### src/hw/rtl/ffha_pkg.sv
// Package for the first-fit heap allocator: sizes, status codes and block table types.
// No dependencies.
`timescale 1ns / 1ps

package ffha_pkg;

    localparam int HEAP_BYTES   = 524288;
    localparam int HEADER_BYTES = 24;
    localparam int ALIGN_BYTES  = 8;
    localparam int MAX_BLOCKS   = 64;
    localparam int MIN_SPLIT    = 8;

    localparam int OFS_W = 19;
    localparam int REQ_W = 32;
    localparam int IDX_W = $clog2(MAX_BLOCKS);
    localparam int CNT_W = $clog2(MAX_BLOCKS + 1);
    // Width that holds a rounded request plus header without wrapping.
    localparam int SUM_W = REQ_W + 2;

    // Status codes of a result.
    localparam logic [1:0] ST_OK   = 2'd0;
    localparam logic [1:0] ST_FAIL = 2'd1;
    localparam logic [1:0] ST_NULL = 2'd2;
    localparam logic [1:0] ST_BAD  = 2'd3;

    localparam logic MODE_ALLOC = 1'b0;
    localparam logic MODE_FREE  = 1'b1;

    // One entry of the block table: header offset, user size, free mark.
    typedef struct packed {
        logic [OFS_W-1:0] start;
        logic [OFS_W-1:0] size;
        logic             free;
    } t_blk;

    localparam int BLK_W = $bits(t_blk);

endpackage

### src/hw/rtl/ffha_if.sv
// Valid/ready channel interfaces for the heap allocator requests and results.
// Depends on ffha_pkg.
`timescale 1ns / 1ps

interface ffha_req_if;
    logic                      valid;
    logic                      ready;
    logic                      mode;
    logic [ffha_pkg::REQ_W-1:0] request_size;
    logic [ffha_pkg::OFS_W-1:0] pointer_offset;

    modport source (output valid, mode, request_size, pointer_offset, input ready);
    modport sink (input valid, mode, request_size, pointer_offset, output ready);
endinterface

interface ffha_rsp_if;
    logic                      valid;
    logic                      ready;
    logic [1:0]                status;
    logic [ffha_pkg::OFS_W-1:0] user_offset;
    logic [ffha_pkg::OFS_W-1:0] granted_bytes;

    modport source (output valid, status, user_offset, granted_bytes, input ready);
    modport sink (input valid, status, user_offset, granted_bytes, output ready);
endinterface

### src/hw/rtl/first_fit_heap_allocator.sv
// The allocator serves one request at a time. An allocate walks the block table in address
// order, reading and then inspecting each entry, and a split then shifts every later entry
// up by one, reading and then writing each entry moved; a free walks to its block the same
// way and each merge shifts later entries down. A zero-size allocate or a null free goes
// straight to its error result with no table walk. Every step goes through the one table
// RAM.
// Ready is low while a request is in work; the result waits in an output register, and the
// next request is taken as soon as that result has left. No clearing pass is needed after
// reset.
// Depends on ffha_pkg, ffha_if and ffha_ram.
`timescale 1ns / 1ps

module first_fit_heap_allocator (
    input  logic           i_clk,
    input  logic           i_rst_n,
    ffha_req_if.sink       i_req,
    ffha_rsp_if.source     o_rsp
);

    localparam int OW = ffha_pkg::OFS_W;
    localparam int IW = ffha_pkg::IDX_W;
    localparam int CW = ffha_pkg::CNT_W;
    localparam int SW = ffha_pkg::SUM_W;

    typedef enum logic [10:0] {
        S_IDLE   = 11'b00000000001,
        S_RD     = 11'b00000000010, // issue read of entry r_idx
        S_CHK    = 11'b00000000100, // inspect entry r_idx
        S_SH_RD  = 11'b00000001000, // read entry for a shift
        S_SH_WR  = 11'b00000010000, // write shifted entry
        S_FIN_A  = 11'b00000100000, // write split tail, then granted entry
        S_NB_RD  = 11'b00001000000, // read a neighbor for merging
        S_NB_CHK = 11'b00010000000,
        S_MRG_WR = 11'b00100000000, // write merged entry
        S_ERR    = 11'b01000000000,
        S_OUT    = 11'b10000000000
    } t_state;

    t_state                 r_state, n_state;
    logic                   r_mode;
    logic [SW-1:0]          r_need;
    logic [OW-1:0]          r_ptr;
    logic [CW-1:0]          r_count;
    logic [CW-1:0]          r_idx;      // entry under work
    logic [CW-1:0]          r_sh;       // shift pointer
    logic                   r_sh_up;    // shift direction
    logic [1:0]             r_phase;    // free: 0 next merge, 1 prev merge
    ffha_pkg::t_blk         r_cur;      // entry found
    ffha_pkg::t_blk         r_tail;     // split remainder
    logic                   r_v0;       // entry 0 written since reset
    logic                   r_o_valid;
    logic [1:0]             r_o_status;
    logic [OW-1:0]          r_o_ofs;
    logic [OW-1:0]          r_o_size;

    logic                   ram_we;
    logic [IW-1:0]          ram_wa, ram_ra;
    ffha_pkg::t_blk         ram_wd, ram_rd, rd;
    logic [IW-1:0]          r_ra;

    ffha_ram #(.WIDTH(ffha_pkg::BLK_W), .DEPTH(ffha_pkg::MAX_BLOCKS)) u_tab (
        .i_clk  (i_clk),
        .i_we   (ram_we),
        .i_waddr(ram_wa),
        .i_wdata(ram_wd),
        .i_raddr(ram_ra),
        .o_rdata(ram_rd)
    );

    // Entry 0 reads as the whole free heap until first written.
    always_comb begin
        rd = ram_rd;
        if (!r_v0 && r_ra == '0) begin
            rd.start = '0;
            rd.size  = OW'(ffha_pkg::HEAP_BYTES - ffha_pkg::HEADER_BYTES);
            rd.free  = 1'b1;
        end
    end

    // Rounded request and split arithmetic from the entry read.
    logic [SW-1:0] need_in;
    logic [SW-1:0] total, split_lim;
    logic          fit, split_ok;
    assign need_in = (SW'(i_req.request_size) + SW'(ffha_pkg::ALIGN_BYTES - 1))
                     & ~SW'(ffha_pkg::ALIGN_BYTES - 1);
    assign total = (r_need + SW'(ffha_pkg::HEADER_BYTES + ffha_pkg::ALIGN_BYTES - 1))
                   & ~SW'(ffha_pkg::ALIGN_BYTES - 1);
    assign split_lim = r_need + SW'(ffha_pkg::HEADER_BYTES + ffha_pkg::MIN_SPLIT);
    assign fit = rd.free && SW'(rd.size) >= r_need;
    assign split_ok = SW'(rd.size) > split_lim && SW'(rd.size) >= total
                      && r_count < CW'(ffha_pkg::MAX_BLOCKS);
    logic ptr_hit;
    assign ptr_hit = (OW+1)'(rd.start) + (OW+1)'(ffha_pkg::HEADER_BYTES) == (OW+1)'(r_ptr);

    assign i_req.ready     = (r_state == S_IDLE) && !r_o_valid;
    assign o_rsp.valid     = r_o_valid;
    assign o_rsp.status    = r_o_status;
    assign o_rsp.user_offset   = r_o_ofs;
    assign o_rsp.granted_bytes = r_o_size;

    // RAM port steering.
    always_comb begin
        ram_we = 1'b0;
        ram_wa = r_idx[IW-1:0];
        ram_wd = r_cur;
        ram_ra = r_idx[IW-1:0];
        case (r_state)
            S_SH_RD: ram_ra = r_sh_up ? IW'(r_sh - CW'(1)) : IW'(r_sh + CW'(1));
            S_SH_WR: begin
                ram_we = 1'b1;
                ram_wa = r_sh[IW-1:0];
                ram_wd = rd;
            end
            S_FIN_A: begin
                ram_we = 1'b1;
                ram_wa = r_phase[0] ? IW'(r_idx + CW'(1)) : r_idx[IW-1:0];
                ram_wd = r_phase[0] ? r_tail : r_cur;
            end
            S_NB_RD: ram_ra = r_phase == 2'd0 ? IW'(r_idx + CW'(1)) : IW'(r_idx - CW'(1));
            S_MRG_WR: begin
                ram_we = 1'b1;
                ram_wd = r_cur;
            end
            default: ;
        endcase
    end

    // Sequencer.
    always_ff @(posedge i_clk) begin
        if (!i_rst_n) begin
            r_state   <= S_IDLE;
            r_count   <= CW'(1);
            r_v0      <= 1'b0;
            r_o_valid <= 1'b0;
        end else begin
            r_ra <= ram_ra;
            if (ram_we && ram_wa == '0) r_v0 <= 1'b1;
            if (o_rsp.valid && o_rsp.ready) r_o_valid <= 1'b0;
            case (r_state)
                S_IDLE: if (i_req.valid && i_req.ready) begin
                    r_mode  <= i_req.mode;
                    r_need  <= need_in;
                    r_ptr   <= i_req.pointer_offset;
                    r_idx   <= '0;
                    r_phase <= 2'd0;
                    if (i_req.mode == ffha_pkg::MODE_ALLOC && i_req.request_size == '0) begin
                        r_o_status <= ffha_pkg::ST_FAIL;
                        r_state <= S_ERR;
                    end else if (i_req.mode == ffha_pkg::MODE_FREE
                                 && i_req.pointer_offset == '0) begin
                        r_o_status <= ffha_pkg::ST_NULL;
                        r_state <= S_ERR;
                    end else begin
                        r_state <= S_RD;
                    end
                end
                S_RD: r_state <= S_CHK;
                S_CHK: begin
                    if (r_mode == ffha_pkg::MODE_ALLOC) begin
                        if (fit) begin
                            r_o_status <= ffha_pkg::ST_OK;
                            r_o_ofs  <= OW'(rd.start + OW'(ffha_pkg::HEADER_BYTES));
                            if (split_ok) begin
                                r_cur <= '{start: rd.start,
                                           size: OW'(total - SW'(ffha_pkg::HEADER_BYTES)),
                                           free: 1'b0};
                                r_o_size     <= OW'(total - SW'(ffha_pkg::HEADER_BYTES));
                                r_tail.start <= OW'(SW'(rd.start) + total);
                                r_tail.size  <= OW'(SW'(rd.size) - total);
                                r_tail.free  <= 1'b1;
                                r_phase <= 2'd1;
                                r_sh    <= r_count;
                                r_sh_up <= 1'b1;
                                r_count <= r_count + CW'(1);
                                r_state <= (r_count == r_idx + CW'(1)) ? S_FIN_A : S_SH_RD;
                            end else begin
                                r_cur <= '{start: rd.start, size: rd.size, free: 1'b0};
                                r_o_size <= rd.size;
                                r_phase  <= 2'd0;
                                r_state  <= S_FIN_A;
                            end
                        end else if (r_idx + CW'(1) >= r_count) begin
                            r_o_status <= ffha_pkg::ST_FAIL;
                            r_state <= S_ERR;
                        end else begin
                            r_idx <= r_idx + CW'(1);
                            r_state <= S_RD;
                        end
                    end else begin
                        if (ptr_hit) begin
                            if (rd.free) begin
                                r_o_status <= ffha_pkg::ST_BAD;
                                r_state <= S_ERR;
                            end else begin
                                r_cur <= '{start: rd.start, size: rd.size, free: 1'b1};
                                r_o_status <= ffha_pkg::ST_OK;
                                r_o_ofs  <= '0;
                                r_o_size <= '0;
                                r_phase <= 2'd0;
                                r_state <= (r_idx + CW'(1) < r_count) ? S_NB_RD : S_MRG_WR;
                            end
                        end else if (r_idx + CW'(1) >= r_count) begin
                            r_o_status <= ffha_pkg::ST_BAD;
                            r_state <= S_ERR;
                        end else begin
                            r_idx <= r_idx + CW'(1);
                            r_state <= S_RD;
                        end
                    end
                end
                // Move one entry by one place; up for a split, down for a merge.
                S_SH_RD: r_state <= S_SH_WR;
                S_SH_WR: begin
                    if (r_sh_up) begin
                        r_sh <= r_sh - CW'(1);
                        r_state <= (r_sh - CW'(1) == r_idx + CW'(1)) ? S_FIN_A : S_SH_RD;
                    end else begin
                        r_sh <= r_sh + CW'(1);
                        if (r_sh + CW'(2) >= r_count) begin
                            r_count <= r_count - CW'(1);
                            r_state <= S_MRG_WR;
                        end else begin
                            r_state <= S_SH_RD;
                        end
                    end
                end
                S_FIN_A: begin
                    if (r_phase[0]) r_phase <= 2'd0;
                    else begin
                        r_o_valid <= 1'b1;
                        r_state <= S_IDLE;
                    end
                end
                S_NB_RD: r_state <= S_NB_CHK;
                S_NB_CHK: begin
                    if (rd.free) begin
                        if (r_phase == 2'd0) begin
                            r_cur.size <= r_cur.size + OW'(ffha_pkg::HEADER_BYTES) + rd.size;
                            r_sh <= r_idx + CW'(1);
                        end else begin
                            r_cur <= '{start: rd.start,
                                       size: rd.size + OW'(ffha_pkg::HEADER_BYTES)
                                             + r_cur.size,
                                       free: r_cur.free};
                            r_sh <= r_idx;
                            r_idx <= r_idx - CW'(1);
                        end
                        r_sh_up <= 1'b0;
                        if ((r_phase == 2'd0 ? r_idx + CW'(2) : r_idx + CW'(1)) >= r_count) begin
                            r_count <= r_count - CW'(1);
                            r_state <= S_MRG_WR;
                        end else begin
                            r_state <= S_SH_RD;
                        end
                    end else begin
                        r_state <= S_MRG_WR;
                    end
                end
                // Write the merged block, then try the left neighbor once.
                S_MRG_WR: begin
                    if (r_phase == 2'd0 && r_idx != '0) begin
                        r_phase <= 2'd1;
                        r_state <= S_NB_RD;
                    end else begin
                        r_o_valid <= 1'b1;
                        r_state <= S_IDLE;
                    end
                end
                S_ERR: begin
                    r_o_ofs  <= '0;
                    r_o_size <= '0;
                    r_o_valid <= 1'b1;
                    r_state <= S_IDLE;
                end
                S_OUT: r_state <= S_IDLE;
                default: r_state <= S_IDLE;
            endcase
        end
    end

`ifndef SYNTHESIS
    a_count_range: assert property (@(posedge i_clk) disable iff (!i_rst_n)
        r_count >= CW'(1) && r_count <= CW'(ffha_pkg::MAX_BLOCKS))
        else $error("block count out of range");
    a_busy_no_ready: assert property (@(posedge i_clk) disable iff (!i_rst_n)
        r_state != S_IDLE |-> !i_req.ready)
        else $error("ready while busy");
    a_fail_zero: assert property (@(posedge i_clk) disable iff (!i_rst_n)
        o_rsp.valid && o_rsp.status != ffha_pkg::ST_OK |-> o_rsp.user_offset == '0)
        else $error("failed result carries an offset");
    a_rsp_once: assert property (@(posedge i_clk) disable iff (!i_rst_n)
        i_req.valid && i_req.ready |=> !o_rsp.valid)
        else $error("result before request finished");
`endif

endmodule

### src/hw/rtl/ffha_ram.sv
// Generic single-port-write, single-port-read RAM with registered read data.
// No dependencies.
`timescale 1ns / 1ps

module ffha_ram #(
    parameter int WIDTH = 8,
    parameter int DEPTH = 64
) (
    input  logic                     i_clk,
    input  logic                     i_we,
    input  logic [$clog2(DEPTH)-1:0] i_waddr,
    input  logic [WIDTH-1:0]         i_wdata,
    input  logic [$clog2(DEPTH)-1:0] i_raddr,
    output logic [WIDTH-1:0]         o_rdata
);

    logic [WIDTH-1:0] r_mem [DEPTH];

    // Write port and registered read port.
    always_ff @(posedge i_clk) begin
        if (i_we) begin
            r_mem[i_waddr] <= i_wdata;
        end
        o_rdata <= r_mem[i_raddr];
    end

endmodule

### src/flat_wrapper.sv
// flat-port wrapper written by rule: the top's interface ports become plain ports
module first_fit_heap_allocator_flat 
  (i_clk, i_rst_n, i_req_valid, i_req_mode, i_req_request_size, i_req_pointer_offset, i_req_ready, o_rsp_valid, o_rsp_status, o_rsp_user_offset, o_rsp_granted_bytes, o_rsp_ready);
  ffha_req_if i_req_i ();
  ffha_rsp_if o_rsp_i ();
  input  logic i_clk;
  input  logic i_rst_n;
  input wire logic [$bits(i_req_i.valid)-1:0] i_req_valid;
  input wire logic [$bits(i_req_i.mode)-1:0] i_req_mode;
  input wire logic [$bits(i_req_i.request_size)-1:0] i_req_request_size;
  input wire logic [$bits(i_req_i.pointer_offset)-1:0] i_req_pointer_offset;
  output wire logic [$bits(i_req_i.ready)-1:0] i_req_ready;
  output wire logic [$bits(o_rsp_i.valid)-1:0] o_rsp_valid;
  output wire logic [$bits(o_rsp_i.status)-1:0] o_rsp_status;
  output wire logic [$bits(o_rsp_i.user_offset)-1:0] o_rsp_user_offset;
  output wire logic [$bits(o_rsp_i.granted_bytes)-1:0] o_rsp_granted_bytes;
  input wire logic [$bits(o_rsp_i.ready)-1:0] o_rsp_ready;
  assign i_req_i.valid = i_req_valid;
  assign i_req_i.mode = i_req_mode;
  assign i_req_i.request_size = i_req_request_size;
  assign i_req_i.pointer_offset = i_req_pointer_offset;
  assign i_req_ready = i_req_i.ready;
  assign o_rsp_valid = o_rsp_i.valid;
  assign o_rsp_status = o_rsp_i.status;
  assign o_rsp_user_offset = o_rsp_i.user_offset;
  assign o_rsp_granted_bytes = o_rsp_i.granted_bytes;
  assign o_rsp_i.ready = o_rsp_ready;
  first_fit_heap_allocator u_core (.i_clk(i_clk), .i_rst_n(i_rst_n), .i_req(i_req_i), .o_rsp(o_rsp_i));
endmodule
### config.mk
export PLATFORM = sky130hd
export DESIGN_NAME = first_fit_heap_allocator_flat
export DESIGN_NICKNAME = d
export VERILOG_FILES = /design/src/hw/rtl/ffha_pkg.sv /design/src/hw/rtl/ffha_if.sv /design/src/hw/rtl/first_fit_heap_allocator.sv /design/src/hw/rtl/ffha_ram.sv /design/src/flat_wrapper.sv
export SDC_FILE = /design/constraint.sdc
export NUM_CORES = 2
export LEC_CHECK = 0
export BUFFER_PORTS_ARGS = -buffer_cell sky130_fd_sc_hd__buf_4
export CAP_MARGIN = 20
export CORE_UTILIZATION = 50
export DETAILED_ROUTE_END_ITERATION = 8
export PLACE_DENSITY = 0.63
export SLEW_MARGIN = 30
export SYNTH_ARGS = -nofsm -noshare
export SYNTH_HDL_FRONTEND = slang
export SYNTH_HIERARCHICAL = 1
export SYNTH_SLANG_ARGS = --single-unit
### constraint.sdc
create_clock -name i_clk -period 11.5 [get_ports i_clk]
set_input_delay 0 -clock i_clk [delete_from_list [all_inputs] [get_ports i_clk]]
set_output_delay 0 -clock i_clk [all_outputs]
set_load 0.05 [all_outputs]
==> impl_metrics.prom <==
# TYPE chip_impl_metric gauge
chip_impl_metric{name="synth_cell_type_count",unit=""} 94
chip_impl_metric{name="layout.area.seq",unit="mm²"} 0.0818
chip_impl_info{name="largest_family_of_logic_cells_by_synthesized_area",value="multiplexers"} 1
chip_impl_metric{name="worst_slew_pin_slew",unit="ps"} 1020
chip_impl_info{name="synthTopCellsByArea",value="sky130_fd_sc_hd__edfxtp_1 (72%), sky130_fd_sc_hd__mux4_2 (12%), sky130_fd_sc_hd__ha_1 (1.4%)"} 1
chip_impl_metric{name="ff2ff_setup_slack",unit="ps"} 5110
chip_impl_metric{name="synth_top_cell_area_share",unit=""} 0.719
chip_impl_metric{name="fmax",unit="MHz"} 157
chip_impl_metric{name="whs_path_depth",unit=""} 4
chip_impl_metric{name="gpl.final_weighted_congestion",unit=""} 0.926
chip_impl_info{name="min-delay-path-class",value="input port to flip-flop"} 1
chip_impl_metric{name="synth_enable_flop_cells",unit=""} 2685
chip_impl_metric{name="io-pin-count",unit=""} 98
chip_impl_info{name="grt_setup_unrepaired",value="no"} 1
chip_impl_metric{name="hold_viol_final",unit=""} 0
chip_impl_metric{name="drt_first_pass_iters",unit=""} 5
chip_impl_metric{name="syn_area_per_cell",unit="µm²"} 18.9
chip_impl_info{name="clock-root-buffer",value="sky130_fd_sc_hd__clkbuf_16"} 1
chip_impl_metric{name="floorplan.die.height",unit="µm"} 476
chip_impl_metric{name="min_period",unit="ps"} 6390
chip_impl_info{name="synthDominantAreaCellType",value="sky130_fd_sc_hd__edfxtp_1"} 1
chip_impl_metric{name="ctsLongestPathBuffers",unit=""} 4
chip_impl_metric{name="detailroute.wirelength.met2",unit="µm"} 150000
chip_impl_metric{name="slew_violations",unit=""} 0
chip_impl_metric{name="synth.area.mux_share",unit=""} 0.134
chip_impl_info{name="cts_tree",value="done"} 1
chip_impl_metric{name="initialDrtViolationCount",unit=""} 8148
chip_impl_metric{name="floorplan.rows",unit=""} 173
chip_impl_metric{name="total_leakage_power",unit="nW"} 40.9
chip_impl_info{name="critical_path.startpoint_type",value="flip-flop"} 1
chip_impl_metric{name="ratio_of_cells_with_drive_above_1_in_the_final_layout",unit=""} 0.234
chip_impl_metric{name="adder_cell_fraction_of_synth_area",unit=""} 0.0155
chip_impl_metric{name="post_synth_inst_count",unit=""} 5921
chip_impl_metric{name="synth_compound_area_frac",unit=""} 0.0429
chip_impl_metric{name="clk_transition_reported_paths",unit="ps"} 60
chip_impl_metric{name="cts_sinks",unit=""} 2743
chip_impl_metric{name="grt_start_max_net_pins",unit=""} 130
chip_impl_metric{name="clk_latency",unit="ps"} 950
chip_impl_metric{name="detail_route.wirelength",unit="µm"} 319000
chip_impl_info{name="whs_endpoint",value="u_core/r_need[9]"} 1
chip_impl_metric{name="vdd.ir_drop.worst",unit="V"} 0.000130
chip_impl_metric{name="synthArstFlopShare",unit=""} 0
chip_impl_metric{name="timing.max_cap.violations",unit=""} 0
chip_impl_metric{name="floorplan.die.width",unit="µm"} 476
chip_impl_metric{name="worst_ep_required_time",unit="ps"} 12230
chip_impl_info{name="synthFlopType",value="sky130_fd_sc_hd__edfxtp_1"} 1
chip_impl_metric{name="setup_viol",unit=""} 0
chip_impl_metric{name="timing.setup.tns",unit="ps"} 0
chip_impl_info{name="timing_worst_setup_path_type",value="flip-flop to flip-flop"} 1
chip_impl_metric{name="cp_data_arrival_time",unit="ps"} 7120
chip_impl_metric{name="ff2ff_path_depth",unit=""} 13
chip_impl_metric{name="post-route-period-util",unit=""} 0.555
chip_impl_metric{name="syn-num-nets",unit=""} 6109
chip_impl_metric{name="die-area",unit="mm²"} 0.226
chip_impl_metric{name="yosys_warnings",unit=""} 6
chip_impl_metric{name="post-dp-hpwl",unit="µm"} 180000
chip_impl_metric{name="grt_pass1_wl",unit="µm"} 449000
chip_impl_metric{name="cellPowerDensity",unit="mW/mm²"} 193
chip_impl_metric{name="post-cts-setup-buffer-count",unit=""} 0
chip_impl_metric{name="antenna_found_initial",unit=""} 19
chip_impl_info{name="top_layer_used",value="met5"} 1
chip_impl_metric{name="synth-seq-cells",unit=""} 2743
chip_impl_info{name="r2r_end",value="u_core/u_tab/o_rdata[3]"} 1
chip_impl_metric{name="synth-xor-area-share",unit=""} 0.0149
chip_impl_metric{name="drc",unit=""} 0
chip_impl_metric{name="multi_input_gate_area",unit="mm²"} 0.0291
chip_impl_metric{name="met3WireLength",unit="µm"} 30000
chip_impl_metric{name="final_net_count",unit=""} 6530
chip_impl_info{name="timing.rr.start",value="u_core/r_state[6]"} 1
chip_impl_metric{name="synth_area",unit="mm²"} 0.112
chip_impl_metric{name="final_antenna_net_count",unit=""} 0
chip_impl_info{name="outcome",value="finished, final reports clean"} 1
chip_impl_metric{name="port_buffers",unit=""} 97
chip_impl_metric{name="global_route.overflow_total",unit=""} 0
chip_impl_metric{name="design_power_total",unit="mW"} 24.7
chip_impl_metric{name="htreeDepth",unit=""} 5
chip_impl_metric{name="cts_resized",unit=""} 0
chip_impl_metric{name="filler_cell_count",unit=""} 16647
chip_impl_metric{name="post_synth_simple_gate_area",unit=""} 0.0446
chip_impl_metric{name="drt-vias-per-instance",unit=""} 6.44
chip_impl_metric{name="wl_met1",unit="µm"} 127000
chip_impl_metric{name="final_setup_skew",unit="ps"} 68.4
chip_impl_metric{name="area_growth",unit="%"} 14.0
chip_impl_metric{name="cts-hold-fix-buffers",unit=""} 129
chip_impl_metric{name="start_util",unit=""} 0.504
chip_impl_metric{name="total_grt_usage",unit=""} 0.283
chip_impl_info{name="cp-end-kind",value="flip-flop"} 1
chip_impl_metric{name="core_region_area",unit="mm²"} 0.223
chip_impl_metric{name="largest_fanout_on_the_critical_path",unit=""} 43
chip_impl_metric{name="seq_area_frac_synth",unit=""} 0.729
chip_impl_metric{name="timing.slew.headroom",unit=""} 0.315
chip_impl_metric{name="wl_per_instance",unit="µm"} 33.5
chip_impl_metric{name="cts_buffer_count",unit=""} 301
chip_impl_info{name="startpoint_of_the_most_critical_hold_path",value="i_req_request_size[8]"} 1
chip_impl_info{name="layout_common_cells",value="sky130_fd_sc_hd__edfxtp_1 (2685), sky130_fd_sc_hd__mux4_2 (593), sky130_fd_sc_hd__clkbuf_16 (309)"} 1
chip_impl_metric{name="overall_via_count_from_detail_route",unit=""} 61336
chip_impl_metric{name="vias_in_the_first_global_route",unit=""} 60337
chip_impl_info{name="layout.cells.most_common",value="sky130_fd_sc_hd__edfxtp_1"} 1
cells in the mapped netlist, types with 73 or more instances:
library cell	count
sky130_fd_sc_hd__xnor2_1	125
sky130_fd_sc_hd__mux2i_1	101
sky130_fd_sc_hd__nand2_1	252
sky130_fd_sc_hd__inv_1	97
sky130_fd_sc_hd__a22oi_1	77
sky130_fd_sc_hd__nor3_1	73
sky130_fd_sc_hd__nor2_1	247
sky130_fd_sc_hd__clkbuf_1	136
sky130_fd_sc_hd__ha_1	128
sky130_fd_sc_hd__mux4_2	593
sky130_fd_sc_hd__edfxtp_1	2685
sky130_fd_sc_hd__a21oi_1	80
sky130_fd_sc_hd__o22ai_1	162
sky130_fd_sc_hd__buf_2	84
cell type report:
type                    instances  area share
clock buffers                 397      0.0643
clock inverters               116     0.00672
well taps                    2975      0.0291
repair buffers                435      0.0291
inverters                     102     0.00300
flip-flops and latches       2743       0.640
multi-input cells            2759       0.228
diodes                          4   0.0000783
worst max path at each step:
stage	from	end	slack (ps)	cells past startpoint
floorplan	u_core/r_ra[3]	u_core/r_tail[10]	4980	15
global placement	u_core/r_state[6]	u_core/u_tab/o_rdata[3]	3460	13
detailed placement	u_core/r_state[6]	u_core/u_tab/o_rdata[3]	5200	13
CTS	u_core/r_state[6]	u_core/u_tab/o_rdata[3]	5150	13
global route	u_core/r_state[6]	u_core/u_tab/o_rdata[3]	4670	13
finish	u_core/r_state[6]	u_core/u_tab/o_rdata[3]	5110	13
metal layers:
layer | vias to the layer above | global-route usage
li1 | 25119 | -
met1 | 32529 | 0.402
met2 | 3161 | 0.443
met3 | 525 | 0.0493
met4 | 2 | 0.102
met5 | - | 0
critical path, cell delays in order, from the launching register on:
cell and delay, ps:
sky130_fd_sc_hd__dfxtp_1 380, sky130_fd_sc_hd__nor4_1 500, sky130_fd_sc_hd__and2_1 240, sky130_fd_sc_hd__nor3b_1 320
sky130_fd_sc_hd__nand3b_1 480, sky130_fd_sc_hd__o221ai_4 700, sky130_fd_sc_hd__buf_4 360, sky130_fd_sc_hd__buf_4 690
sky130_fd_sc_hd__buf_4 650, sky130_fd_sc_hd__mux4_2 580, sky130_fd_sc_hd__nor2b_1 140, sky130_fd_sc_hd__a211oi_1 470
sky130_fd_sc_hd__nor3_2 250, sky130_fd_sc_hd__o22a_1 340
logic make-up after synthesis:
group                      after synthesis
adders and majority gates              138
AOI/OAI and AO/OA                      694
muxes                                  753
buffers and inverters                  419
DFF                                   2743
xor gates and xnor gates               187
and+or+nand+nor                        987
state kept, by name (all words and copies together) (netlist names), 10 cells and up:
signal                      flops
u_core/r_cur                   39
u_core/r_tail                  38
u_core/u_tab/o_rdata           39
u_core/r_ptr                   19
u_core/r_state                 10
u_core/o_rsp.granted_bytes     19
u_core/o_rsp.user_offset       19
u_core/u_tab/r_mem           2496
u_core/r_need                  30
stage by stage:
| step | hold slack (ps) | std cells | setup slack (ps) | utilization | area, µm² |
|---|---|---|---|---|---|
| 3_5_place_dp | 190 | 8883 | 5200 | 0.528 | 117000 |
| 2_1_floorplan | 98.9 | 5921 | 4980 | - | 112000 |
| 4_1_cts | 12.8 | 9525 | 5150 | 0.574 | 128000 |
| 3_3_place_gp | 190 | 8862 | 3460 | 0.526 | 117000 |
| 6_report | 71.3 | 9531 | 5110 | 0.574 | 128000 |
| 5_1_grt | 89.3 | 9530 | 4670 | 0.574 | 128000 |
power by group:
group | total, mW | internal [mW] | switching (mW)
clock network | 9.03 | 5.26 | 3.77
registers | 11.3 | 11.0 | 0.336
logic | 4.32 | 1.75 | 2.57
total | 24.7 | 18.0 | 6.68
Note: power is estimated with default switching activity, not from simulation.
